==> config.mk <==
export PLATFORM = sky130hd
export DESIGN_NAME = tcp_syn_probe_header_generator
export DESIGN_NICKNAME = d
export VERILOG_FILES = /design/src/hw/rtl/tsp_pkg.sv /design/src/hw/rtl/tsp_csum_pipe.sv /design/src/hw/rtl/tsp_serializer.sv /design/src/hw/rtl/tcp_syn_probe_header_generator.sv
export SDC_FILE = /design/constraint.sdc
export NUM_CORES = 1
export LEC_CHECK = 0
export BUFFER_PORTS_ARGS = -buffer_cell sky130_fd_sc_hd__buf_2
export CORE_MARGIN = 2
export CORE_UTILIZATION = 30
export CTS_CLUSTER_SIZE = 30
export DETAILED_ROUTE_END_ITERATION = 12
export GPL_TIMING_DRIVEN = 1
export HOLD_SLACK_MARGIN = 0.15
export SETUP_SLACK_MARGIN = 0.5
export SLEW_MARGIN = 5
export SYNTH_ARGS = -nofsm -noshare
export SYNTH_HDL_FRONTEND = slang
export SYNTH_HIERARCHICAL = 1
export SYNTH_SLANG_ARGS = --single-unit
==> constraint.sdc <==
create_clock -name clk -period 4.88 [get_ports clk]
set_input_delay 0.732 -clock clk [delete_from_list [all_inputs] [get_ports clk]]
set_output_delay 0.732 -clock clk [all_outputs]
set_load 0.01 [all_outputs]
==> src/hw/rtl/tsp_pkg.sv <==
// shared types and header constants for the tcp syn probe header generator
package tsp_pkg;

	localparam int unsigned PKT_WORDS = 10;
	localparam logic [3:0]  LAST_IDX  = 4'(PKT_WORDS - 1);

	localparam logic [31:0] IP_WORD0   = 32'h4500_0028;
	localparam logic [31:0] IP_WORD1   = 32'hD431_0000;
	localparam logic [15:0] IP_TTLPROT = 16'h4006;
	localparam logic [15:0] TCP_SPORT  = 16'h3039;
	localparam logic [15:0] TCP_OFFFLG = 16'h5002;
	localparam logic [15:0] TCP_WINDOW = 16'h16D0;
	localparam logic [15:0] TCP_LEN    = 16'd20;
	localparam logic [15:0] PROTO_TCP  = 16'd6;

	// fixed parts of the two ones'-complement sums
	localparam logic [18:0] IP_SUM_CONST = 19'(IP_WORD0[31:16]) + 19'(IP_WORD0[15:0])
		+ 19'(IP_WORD1[31:16]) + 19'(IP_WORD1[15:0]) + 19'(IP_TTLPROT);
	localparam logic [18:0] TCP_SUM_CONST = 19'(PROTO_TCP) + 19'(TCP_LEN)
		+ 19'(TCP_SPORT) + 19'(TCP_OFFFLG) + 19'(TCP_WINDOW);

	typedef struct packed {
		logic [31:0] dest_address;
		logic [15:0] dest_port;
	} probe_req_t;

	typedef struct packed {
		logic [31:0] packet_word;
		logic [3:0]  word_index;
		logic        last_word;
	} pkt_word_t;

	typedef struct packed {
		logic [31:0] src;
		logic [31:0] dst;
		logic [15:0] port;
		logic [15:0] ip_csum;
		logic [15:0] tcp_csum;
	} csum_item_t;

endpackage

==> src/hw/rtl/tsp_csum_pipe.sv <==
// three-stage checksum pipeline: address sum, full sums, fold and complement
module tsp_csum_pipe import tsp_pkg::*; (
	input  logic       clk,
	input  logic       arst_n,
	input  logic [31:0] src_addr,
	input  logic       in_valid,
	output logic       in_ready,
	input  probe_req_t in_req,
	output logic       out_valid,
	input  logic       out_ready,
	output csum_item_t out_item
);

	logic        v_s1, v_s2, v_s3;
	logic        rdy1, rdy2, rdy3;
	logic [31:0] src_s1, dst_s1, src_s2, dst_s2, src_s3, dst_s3;
	logic [15:0] port_s1, port_s2, port_s3;
	logic [17:0] addr_sum_s1;
	logic [18:0] ip_acc_s2, tcp_acc_s2;
	logic [15:0] ip_ck_s3, tcp_ck_s3;
	logic [17:0] addr_sum;
	logic [16:0] ip_f1, tcp_f1;
	logic [15:0] ip_f2, tcp_f2;

	assign rdy3     = !v_s3 || out_ready;
	assign rdy2     = !v_s2 || rdy3;
	assign rdy1     = !v_s1 || rdy2;
	assign in_ready = rdy1;

	assign addr_sum = 18'(src_addr[31:16]) + 18'(src_addr[15:0])
		+ 18'(in_req.dest_address[31:16]) + 18'(in_req.dest_address[15:0]);

	// end-around carry folds
	assign ip_f1  = 17'(ip_acc_s2[18:16]) + 17'(ip_acc_s2[15:0]);
	assign tcp_f1 = 17'(tcp_acc_s2[18:16]) + 17'(tcp_acc_s2[15:0]);
	assign ip_f2  = 16'(16'(ip_f1[16]) + ip_f1[15:0]);
	assign tcp_f2 = 16'(16'(tcp_f1[16]) + tcp_f1[15:0]);

	always_ff @(posedge clk or negedge arst_n) begin
		if (!arst_n) begin
			v_s1 <= 1'b0;
			v_s2 <= 1'b0;
			v_s3 <= 1'b0;
		end else begin
			if (rdy1) v_s1 <= in_valid;
			if (rdy2) v_s2 <= v_s1;
			if (rdy3) v_s3 <= v_s2;
		end
	end

	always_ff @(posedge clk) begin
		if (rdy1 && in_valid) begin
			src_s1      <= src_addr;
			dst_s1      <= in_req.dest_address;
			port_s1     <= in_req.dest_port;
			addr_sum_s1 <= addr_sum;
		end
		if (rdy2 && v_s1) begin
			src_s2     <= src_s1;
			dst_s2     <= dst_s1;
			port_s2    <= port_s1;
			ip_acc_s2  <= 19'(addr_sum_s1) + IP_SUM_CONST;
			tcp_acc_s2 <= 19'(addr_sum_s1) + TCP_SUM_CONST + 19'(port_s1);
		end
		if (rdy3 && v_s2) begin
			src_s3    <= src_s2;
			dst_s3    <= dst_s2;
			port_s3   <= port_s2;
			ip_ck_s3  <= ~ip_f2;
			tcp_ck_s3 <= ~tcp_f2;
		end
	end

	assign out_valid         = v_s3;
	assign out_item.src      = src_s3;
	assign out_item.dst      = dst_s3;
	assign out_item.port     = port_s3;
	assign out_item.ip_csum  = ip_ck_s3;
	assign out_item.tcp_csum = tcp_ck_s3;

endmodule

==> src/hw/rtl/tsp_serializer.sv <==
// holds one finished header and sends it out one word per cycle while word_stall is low
module tsp_serializer import tsp_pkg::*; (
	input  logic       clk,
	input  logic       arst_n,
	input  logic       in_valid,
	output logic       in_ready,
	input  csum_item_t in_item,
	output logic       word_valid,
	input  logic       word_stall,
	output pkt_word_t  word_data
);

	logic        valid_q;
	logic [3:0]  idx_q;
	csum_item_t  item_q;
	logic        sent;
	logic        done;
	logic [31:0] words [PKT_WORDS];

	assign sent     = valid_q && !word_stall;
	assign done     = sent && (idx_q == LAST_IDX);
	assign in_ready = !valid_q || done;

	always_ff @(posedge clk or negedge arst_n) begin
		if (!arst_n) begin
			valid_q <= 1'b0;
			idx_q   <= '0;
		end else begin
			if (in_ready) begin
				valid_q <= in_valid;
				idx_q   <= '0;
			end else if (sent) begin
				idx_q <= idx_q + 4'd1;
			end
		end
	end

	always_ff @(posedge clk) begin
		if (in_ready && in_valid) item_q <= in_item;
	end

	always_comb begin
		words[0] = IP_WORD0;
		words[1] = IP_WORD1;
		words[2] = {IP_TTLPROT, item_q.ip_csum};
		words[3] = item_q.src;
		words[4] = item_q.dst;
		words[5] = {TCP_SPORT, item_q.port};
		words[6] = '0;
		words[7] = '0;
		words[8] = {TCP_OFFFLG, TCP_WINDOW};
		words[9] = {item_q.tcp_csum, 16'h0000};
	end

	assign word_valid            = valid_q;
	assign word_data.packet_word = words[idx_q];
	assign word_data.word_index  = idx_q;
	assign word_data.last_word   = (idx_q == LAST_IDX);

endmodule

==> src/hw/rtl/tcp_syn_probe_header_generator.sv <==
// top level: ipv4 + tcp syn probe packet generator
//
//  channel | signals                       | moves
//  --------+-------------------------------+---------------------------------
//  req     | req_valid, req_stall, req_data| one probe request (address, port)
//  word    | word_valid, word_stall, word_data | one packet word, ten per request
//  cfg     | cfg_we, cfg_wdata             | source address write
//
// each request gives ten words at the output, one word per cycle while word_stall is low;
// the serializer holds one finished header at a time.
// a request passes the three checksum stages and the serializer register before its
// first word is offered; the stages take requests while the serializer is busy, up to three.
// arst_n clears all valid bits and sets the source address to zero.
// stall on the word channel holds the current word and backs up the pipeline.
module tcp_syn_probe_header_generator import tsp_pkg::*; (
	input  logic        clk,
	input  logic        arst_n,
	input  logic        cfg_we,
	input  logic [31:0] cfg_wdata,
	input  logic        req_valid,
	output logic        req_stall,
	input  probe_req_t  req_data,
	output logic        word_valid,
	input  logic        word_stall,
	output pkt_word_t   word_data
);

	logic [31:0] src_addr_q;
	logic        pipe_ready;
	logic        mid_valid;
	logic        mid_ready;
	csum_item_t  mid_item;

	always_ff @(posedge clk or negedge arst_n) begin
		if (!arst_n) begin
			src_addr_q <= '0;
		end else if (cfg_we) begin
			src_addr_q <= cfg_wdata;
		end
	end

	assign req_stall = !pipe_ready;

	tsp_csum_pipe u_csum (
		.clk       (clk),
		.arst_n    (arst_n),
		.src_addr  (src_addr_q),
		.in_valid  (req_valid),
		.in_ready  (pipe_ready),
		.in_req    (req_data),
		.out_valid (mid_valid),
		.out_ready (mid_ready),
		.out_item  (mid_item)
	);

	tsp_serializer u_ser (
		.clk        (clk),
		.arst_n     (arst_n),
		.in_valid   (mid_valid),
		.in_ready   (mid_ready),
		.in_item    (mid_item),
		.word_valid (word_valid),
		.word_stall (word_stall),
		.word_data  (word_data)
	);

endmodule

==> summary.md, run 1 <==
| Metric | Value |
|---|---|
| Drt drc | 0 |
| Hold Path Class | input port to async pin |
| Number of global-route vias before repair | 11013 |
| Total number of vias | 10584 |
| Met1 Use GR | 0.166 |
| Row Count | 95 |
| Crit-path max FO | 24 |
| Syn-to-layout area delta | 16.8% |
| Most used routing layer | met2 |
| R2R cell count | 12 |
| Crit path from | u_ser/idx_q[1] |
| CP Buf/Inv Count | 1 |
| Placer Congestion | 0.850 |
| Crit-path slowest cell | dfrtp_1 |
| Final ANT Viol Nets | 0 |
| Required time of the critical path | 4.15 ns |
| # fillers | 6321 |
| Pwr dens | 489 nW/um^2 |
| Syn_nets | 1472 |
| First-pass GRT wire length | 68000 um |
| Die Wd | 264 um |
| Synth Area in Compound Gates | 0.0658 |
| Seq/Total Area, Yosys | 0.698 |
| Largest net degree at the start of global routing | 69 |
| Root Buffer Master | clkbuf_16 |
| CP Cell Sequence | nor2b_2 -> a22oi_1 -> o22ai_1 -> buf_2 |
| Overall global routing resource usage | 0.130 |
| Core area | 67200 um^2 |
| Main combinational cell family by area after synthesis | adder cells |
| Maxcap violations | 0 |
| Post-route setup TNS | 0 ns |
| CTS Buf Count | 50 |
| Nets@finish | 1636 |
| Worst Skew | 0.0224 ns |
| Pleak | 0.00884 uW |
| Setup crit end kind | output port |
| CP endpoint | word_data[13] |
| Global route overflow | 0 |
| Worst hold margin | 0.249 ns |
| Mux cell area share after synthesis | 0.0343 |
| Status | finished clean |
| RSZ-0062 raised after global routing | no |
| CP Class | flop to output port |
| Crit Reg-Reg Endpoint | u_csum/ip_ck_s3[15] |
| Dpl ws | 0.702 ns |
| Synth cell types | 79 |
| DR pass1 iterations | 5 |
| Synth warn | 6 |
| Worst-Margin Slew | 0.944 ns |
| Max Clk Rate | 260 MHz |
| Layout cells sized above 1 | 0.185 |
| Mapped Cells | 1289 |
| Clock sinks | 480 |
| Setup Buffers After CTS | 0 |
| Dominant synthesized flop cell | edfxtp_1 |
| Adder-cell share of the synthesized area | 0.0736 |
| Number of cells on the critical path | 4 |
| Top delay family on crit path | flip-flops |
| Chip Height | 264 um |
| EDFF count, synth | 440 |
| Worst EP arrival | 3.11 ns |
| H-tree Lvls | 2 |
| Synth area leader | edfxtp_1 |
| CTS clock-pin slew for the worst setup and hold paths | 0.06 ns |
| Ant diodes | 0 |
| #FFs+latches synth | 480 |
| Tmin final | 3.85 ns |
| Slew Viols, Final | 0 |
| Hold Buf Count CTS | 0 |
| Post-Route WL | 45400 um |
| Final setup margin | 1.03 ns |
| I/O pin cnt | 124 |
| Asr flop ratio synth | 0.0833 |
| FF-to-FF setup slack | 1.09 ns |
| Design Power | 11600 uW |
| Final setup violation count | 0 |
| Mapped Area | 20400 um^2 |
| Wire per inst | 19.2 um |
| Finished Core Util | 0.354 |
| Startpoint Class | flop |
| DR iter-0 viols | 738 |
| Final hold violation count | 0 |
| Yosys top cell area share | 0.649 |
| Relative slew margins | 0.370 |
| Die Footprint | 70000 um^2 |
| Worst r2r src | u_csum/ip_acc_s2[2] |
| I/O Buffers | 123 |
| Met3 Use GR | 0.0227 |
| Peak VDD IR | 0.304 mV |
| Final Cycle Share | 0.788 |
| Initial Utilization | 0.303 |
| Post-synthesis xor/xnor area fraction | 0.0344 |
| Simple-Gate Fraction of Synth Area | 0.0568 |
| Initial antenna violation count | 1 |
| Max incr delay on CP | 0.91 ns |
| Post-CTS Resized | 0 |
| CTS tree | yes |
| Met2 usage | 0.226 |
| Area contributors post-synth | edfxtp_1, dfrtp_1, ha_1 |
| Clock latency on the worst-skew pair | 0.61 ns |
| Syn Area/Cell | 15.8 um^2 |
| Post-DP HPWL | 32800 um |
| Clock Path Buffers | 3 |
| Via density | 4.47 |
==> layer usage <==
metal  wire, um  share of wire
met4       1050          0.023
met3       2010          0.044
met5          0              0
met1      19600           0.43
met2      22800           0.50
==> worst min-delay path by stage <==
stage                                  from                 end  slack [ns]  cells past startpoint
final                                arst_n      src_addr_q[30]        0.25                      2
after global routing           req_data[14]  u_csum/port_s1[14]        0.28                      1
after CTS                            arst_n       src_addr_q[0]        0.26                      2
after detailed placement  u_csum/dst_s1[26]   u_csum/dst_s2[26]        0.40                      0
after global placement    u_csum/port_s2[4]   u_csum/port_s3[4]        0.40                      0
after floorplan            u_csum/dst_s1[0]    u_csum/dst_s2[0]        0.40                      0
==> cells by family after synthesis <==
family	after synthesis
buffers and inverters	173
XOR/XNOR	80
AO/OA/AOI/OAI	195
multiplexers	53
AND/OR/NAND/NOR	209
adder cells (fa/ha/maj)	99
flip-flops	480
==> cell type report <==
| type | count | area, um^2 | area share |
|---|---|---|---|
| clock inverters | 29 | 405 | 0.0170 |
| clock buffers | 65 | 1340 | 0.0563 |
| well taps | 873 | 1090 | 0.0459 |
| multi-input cells | 636 | 5410 | 0.227 |
| flip-flops and latches | 480 | 14200 | 0.598 |
| inverters | 149 | 559 | 0.0235 |
| repair buffers | 136 | 763 | 0.0321 |
==> flip-flops by register name, summed over array words and instances, names as in the netlist <==
name / count
u_ser/word_valid: 1
u_csum/v_s1: 1
u_csum/src_s3: 32
u_csum/port_s3: 16
u_csum/dst_s2: 32
u_csum/out_valid: 1
u_ser/item_q: 112
u_ser/idx_q: 4
u_csum/tcp_ck_s3: 16
u_csum/src_s1: 32
u_csum/dst_s1: 32
u_csum/v_s2: 1
src_addr_q: 32
u_csum/src_s2: 32
u_csum/port_s1: 16
u_csum/ip_acc_s2: 19
u_csum/tcp_acc_s2: 19
u_csum/ip_ck_s3: 16
u_csum/dst_s3: 32
u_csum/port_s2: 16
u_csum/addr_sum_s1: 18
==> power breakdown <==
group,switching [uW],internal (uW),total (uW)
Sequential,219,4940,5160
Combinational,1510,953,2460
Clock,1610,2380,4000
Total,3340,8280,11600
==> Yosys cell counts (11+ instances only) <==
master	count
edfxtp_1	440
inv_1	147
ha_1	63
xnor2_1	52
nand2_1	45
a21oi_1	42
dfrtp_1	40
fa_1	35
nor2_1	33
mux2_4	30
xor2_1	28
nand3_1	23
o21ai_0	21
nand2b_1	19
a22oi_1	18
a21o_1	17
and2_1	16
mux2_2	14
nor2b_1	12
nor3_1	11
==> layout by cell type, fill, tap and decap left out, types with 8 or more instances in the layout <==
| cell type | count |
|---|---|
| a21o_1 | 17 |
| a21oi_1 | 42 |
| a22oi_1 | 18 |
| and2_1 | 12 |
| and3_1 | 10 |
| buf_2 | 123 |
| buf_4 | 9 |
| bufinv_16 | 8 |
| clkbuf_1 | 12 |
| clkbuf_16 | 50 |
| dfrtp_1 | 40 |
| edfxtp_1 | 440 |
| fa_1 | 35 |
| ha_1 | 63 |
| inv_1 | 147 |
| mux2_2 | 14 |
| mux2_4 | 30 |
| mux2i_1 | 9 |
| nand2_1 | 45 |
| nand2b_1 | 19 |
| nand3_1 | 23 |
| nor2_1 | 33 |
| nor2b_1 | 11 |
| nor3_1 | 11 |
| o211ai_1 | 8 |
| o21ai_0 | 21 |
| o21ai_1 | 10 |
| o21bai_1 | 10 |
| o22ai_1 | 8 |
| xnor2_1 | 52 |
| xor2_1 | 28 |
==> metrics by stage <==
stage	instances	instance area (um^2)
after floorplan	1289	20400
after global placement	2274	22000
after detailed placement	2274	22000
after CTS	2368	23800
after global routing	2368	23800
final	2368	23800
Note: power is estimated with default switching activity, not from simulation.
==> run 2, diff against run 1 <==
clock period = 4 ns   (was 4.88 ns; I/O delays follow)
==> run 2 against run 1 <==
Die area is the same; clock power grew 26%; register-to-register slack worse by 0.50 ns; count of clock-buffer cells in the layout decreased by 7; sequential power grew 22%; utilization rose by 0.63 points; sequential share of layout area is 1.0 points lower; critical path type is now flop to flop; largest cell class unchanged.
==> summary.md, run 2 (synthesis results as in run 1) <==
| Metric | Value |
|---|---|
| H-tree Lvls | 2 |
| Final ANT Viol Nets | 0 |
| Finished Core Util | 0.360 |
| Tmin final | 3.41 ns |
| Die Wd | 264 um |
| Syn-to-layout area delta | 18.9% |
| R2R cell count | 13 |
| Number of global-route vias before repair | 11122 |
| Clock sinks | 480 |
| Required time of the critical path | 4.33 ns |
| Final setup margin | 0.593 ns |
| Status | finished clean |
| Total number of vias | 10819 |
| Startpoint Class | flop |
| Post-route setup TNS | 0 ns |
| Ant diodes | 0 |
| Initial Utilization | 0.303 |
| Max Clk Rate | 293 MHz |
| Via density | 4.53 |
| Dpl ws | -0.0942 ns |
| Row Count | 95 |
| Pleak | 0.00902 uW |
| Final setup violation count | 0 |
| Hold Crit Depth | 1 |
| I/O Buffers | 123 |
| DR iter-0 viols | 710 |
| FF-to-FF setup slack | 0.59 ns |
| Drt drc | 0 |
| Worst r2r src | src_addr_q[1] |
| Peak VDD IR | 0.353 mV |
| Hold Path Origin | req_data[10] |
| Chip Height | 264 um |
| CTS tree | yes |
| Overall global routing resource usage | 0.131 |
| Global route overflow | 0 |
| CTS clock-pin slew for the worst setup and hold paths | 0.06 ns |
| Die Footprint | 70000 um^2 |
| Initial antenna violation count | 2 |
| Root Buffer Master | clkbuf_16 |
| DR pass1 iterations | 6 |
| Relative slew margins | 0.542 |
| Post-DP HPWL | 33200 um |
| Worst Skew | 0.0227 ns |
| Largest register FFs | 112 |
| Setup crit end kind | flop |
| Hold endpoint | u_csum/port_s1[10] |
| Commonest non-fill, non-tap cell in the layout | edfxtp_1 |
| Nets@finish | 1658 |
| Commonest non-fill, non-tap cells in the layout | edfxtp_1, inv_1, buf_2 |
| Slew Viols, Final | 0 |
| First-pass GRT wire length | 68300 um |
| Largest net degree at the start of global routing | 113 |
| Worst EP arrival | 3.74 ns |
| Post-route cell area | 24200 um^2 |
| Clock Path Buffers | 3 |
| Maxcap violations | 0 |
| RSZ-0062 raised after global routing | yes |
| Wire per inst | 19.3 um |
| Layout cells sized above 1 | 0.216 |
| Worst-Margin Slew | 0.687 ns |
| DP Area | 22100 um^2 |
| Crit-path max FO | 2 |
| Hold Path Class | input port to flop |
| Core area | 67200 um^2 |
| Placer Congestion | 0.846 |
| CP Class | flop to flop |
| Final Cycle Share | 0.852 |
| Worst hold margin | 0.186 ns |
| Post-Route WL | 46000 um |
| CTS Buf Count | 50 |
| Pwr dens | 604 nW/um^2 |
| I/O pin cnt | 124 |
| Most flop-heavy register | u_ser/item_q |
| Final hold violation count | 0 |
| Clock latency on the worst-skew pair | 0.59 ns |
| Crit Reg-Reg Endpoint | u_csum/addr_sum_s1[17] |
==> run 2: final cells by class <==
type,count,area (um^2)
Clock buffer,58,1300
Clock inverter,36,510
Fill cell,6260,43000
Tap cell,873,1090
Inverter,149,559
Multi-Input combinational cell,636,5540
Timing Repair Buffer,158,978
Sequential cell,480,14200
==> run 2: worst max path at each step <==
stage | from | to | slack, ns | depth (start not counted)
after floorplan | req_data[17] | u_csum/addr_sum_s1[17] | 0.54 | 13
after global placement | req_data[17] | u_csum/addr_sum_s1[17] | -0.07 | 14
after detailed placement | req_data[17] | u_csum/addr_sum_s1[17] | -0.09 | 14
after CTS | src_addr_q[17] | u_csum/addr_sum_s1[17] | 0.45 | 13
after global routing | src_addr_q[1] | u_csum/addr_sum_s1[17] | 0.47 | 13
final | src_addr_q[1] | u_csum/addr_sum_s1[17] | 0.59 | 13
==> run 2: power by group <==
part	internal [uW]	switching (uW)	leakage [uW]
combinational	1350	1960	0.00371
sequential	6030	249	0.00443
clock	3120	1920	0.000883
total	10500	4130	0.00902
==> run 2: worst max-delay path, cell delays in order, from the launching register on <==
cell      delay (ns)
dfrtp_1         0.37
inv_2           0.05
fa_1            0.56
inv_2           0.05
fa_1            0.45
ha_2            0.21
fa_2            0.40
a21oi_4         0.20
o21bai_4        0.08
a21oi_2         0.18
o31ai_2         0.09
nor2_2          0.14
o31ai_2         0.09
a31o_2          0.26
==> run 2: what timing repair did <==
item,in CTS,in global routing
setup endpoints to repair,15,23
endpoints found under the hold margin,39,0
pin swaps,5,14
buffers inserted,7,6
hold buffers,4,0
resized for setup,12,28
==> run 2: metrics by stage <==
stage | total power, uW | instances
after CTS | 14700 | 2384
after global placement | 9430 | 2279
final | 14600 | 2390
after global routing | 15300 | 2390
after detailed placement | 9480 | 2279
after floorplan | 8300 | 1289
==> run 2: layer usage <==
metal / track usage / share of wire
met2: 0.217 / 0.48
met4: 0.0439 / 0.029
met3: 0.0278 / 0.050
met5: 0 / 0.00028
met1: 0.171 / 0.44
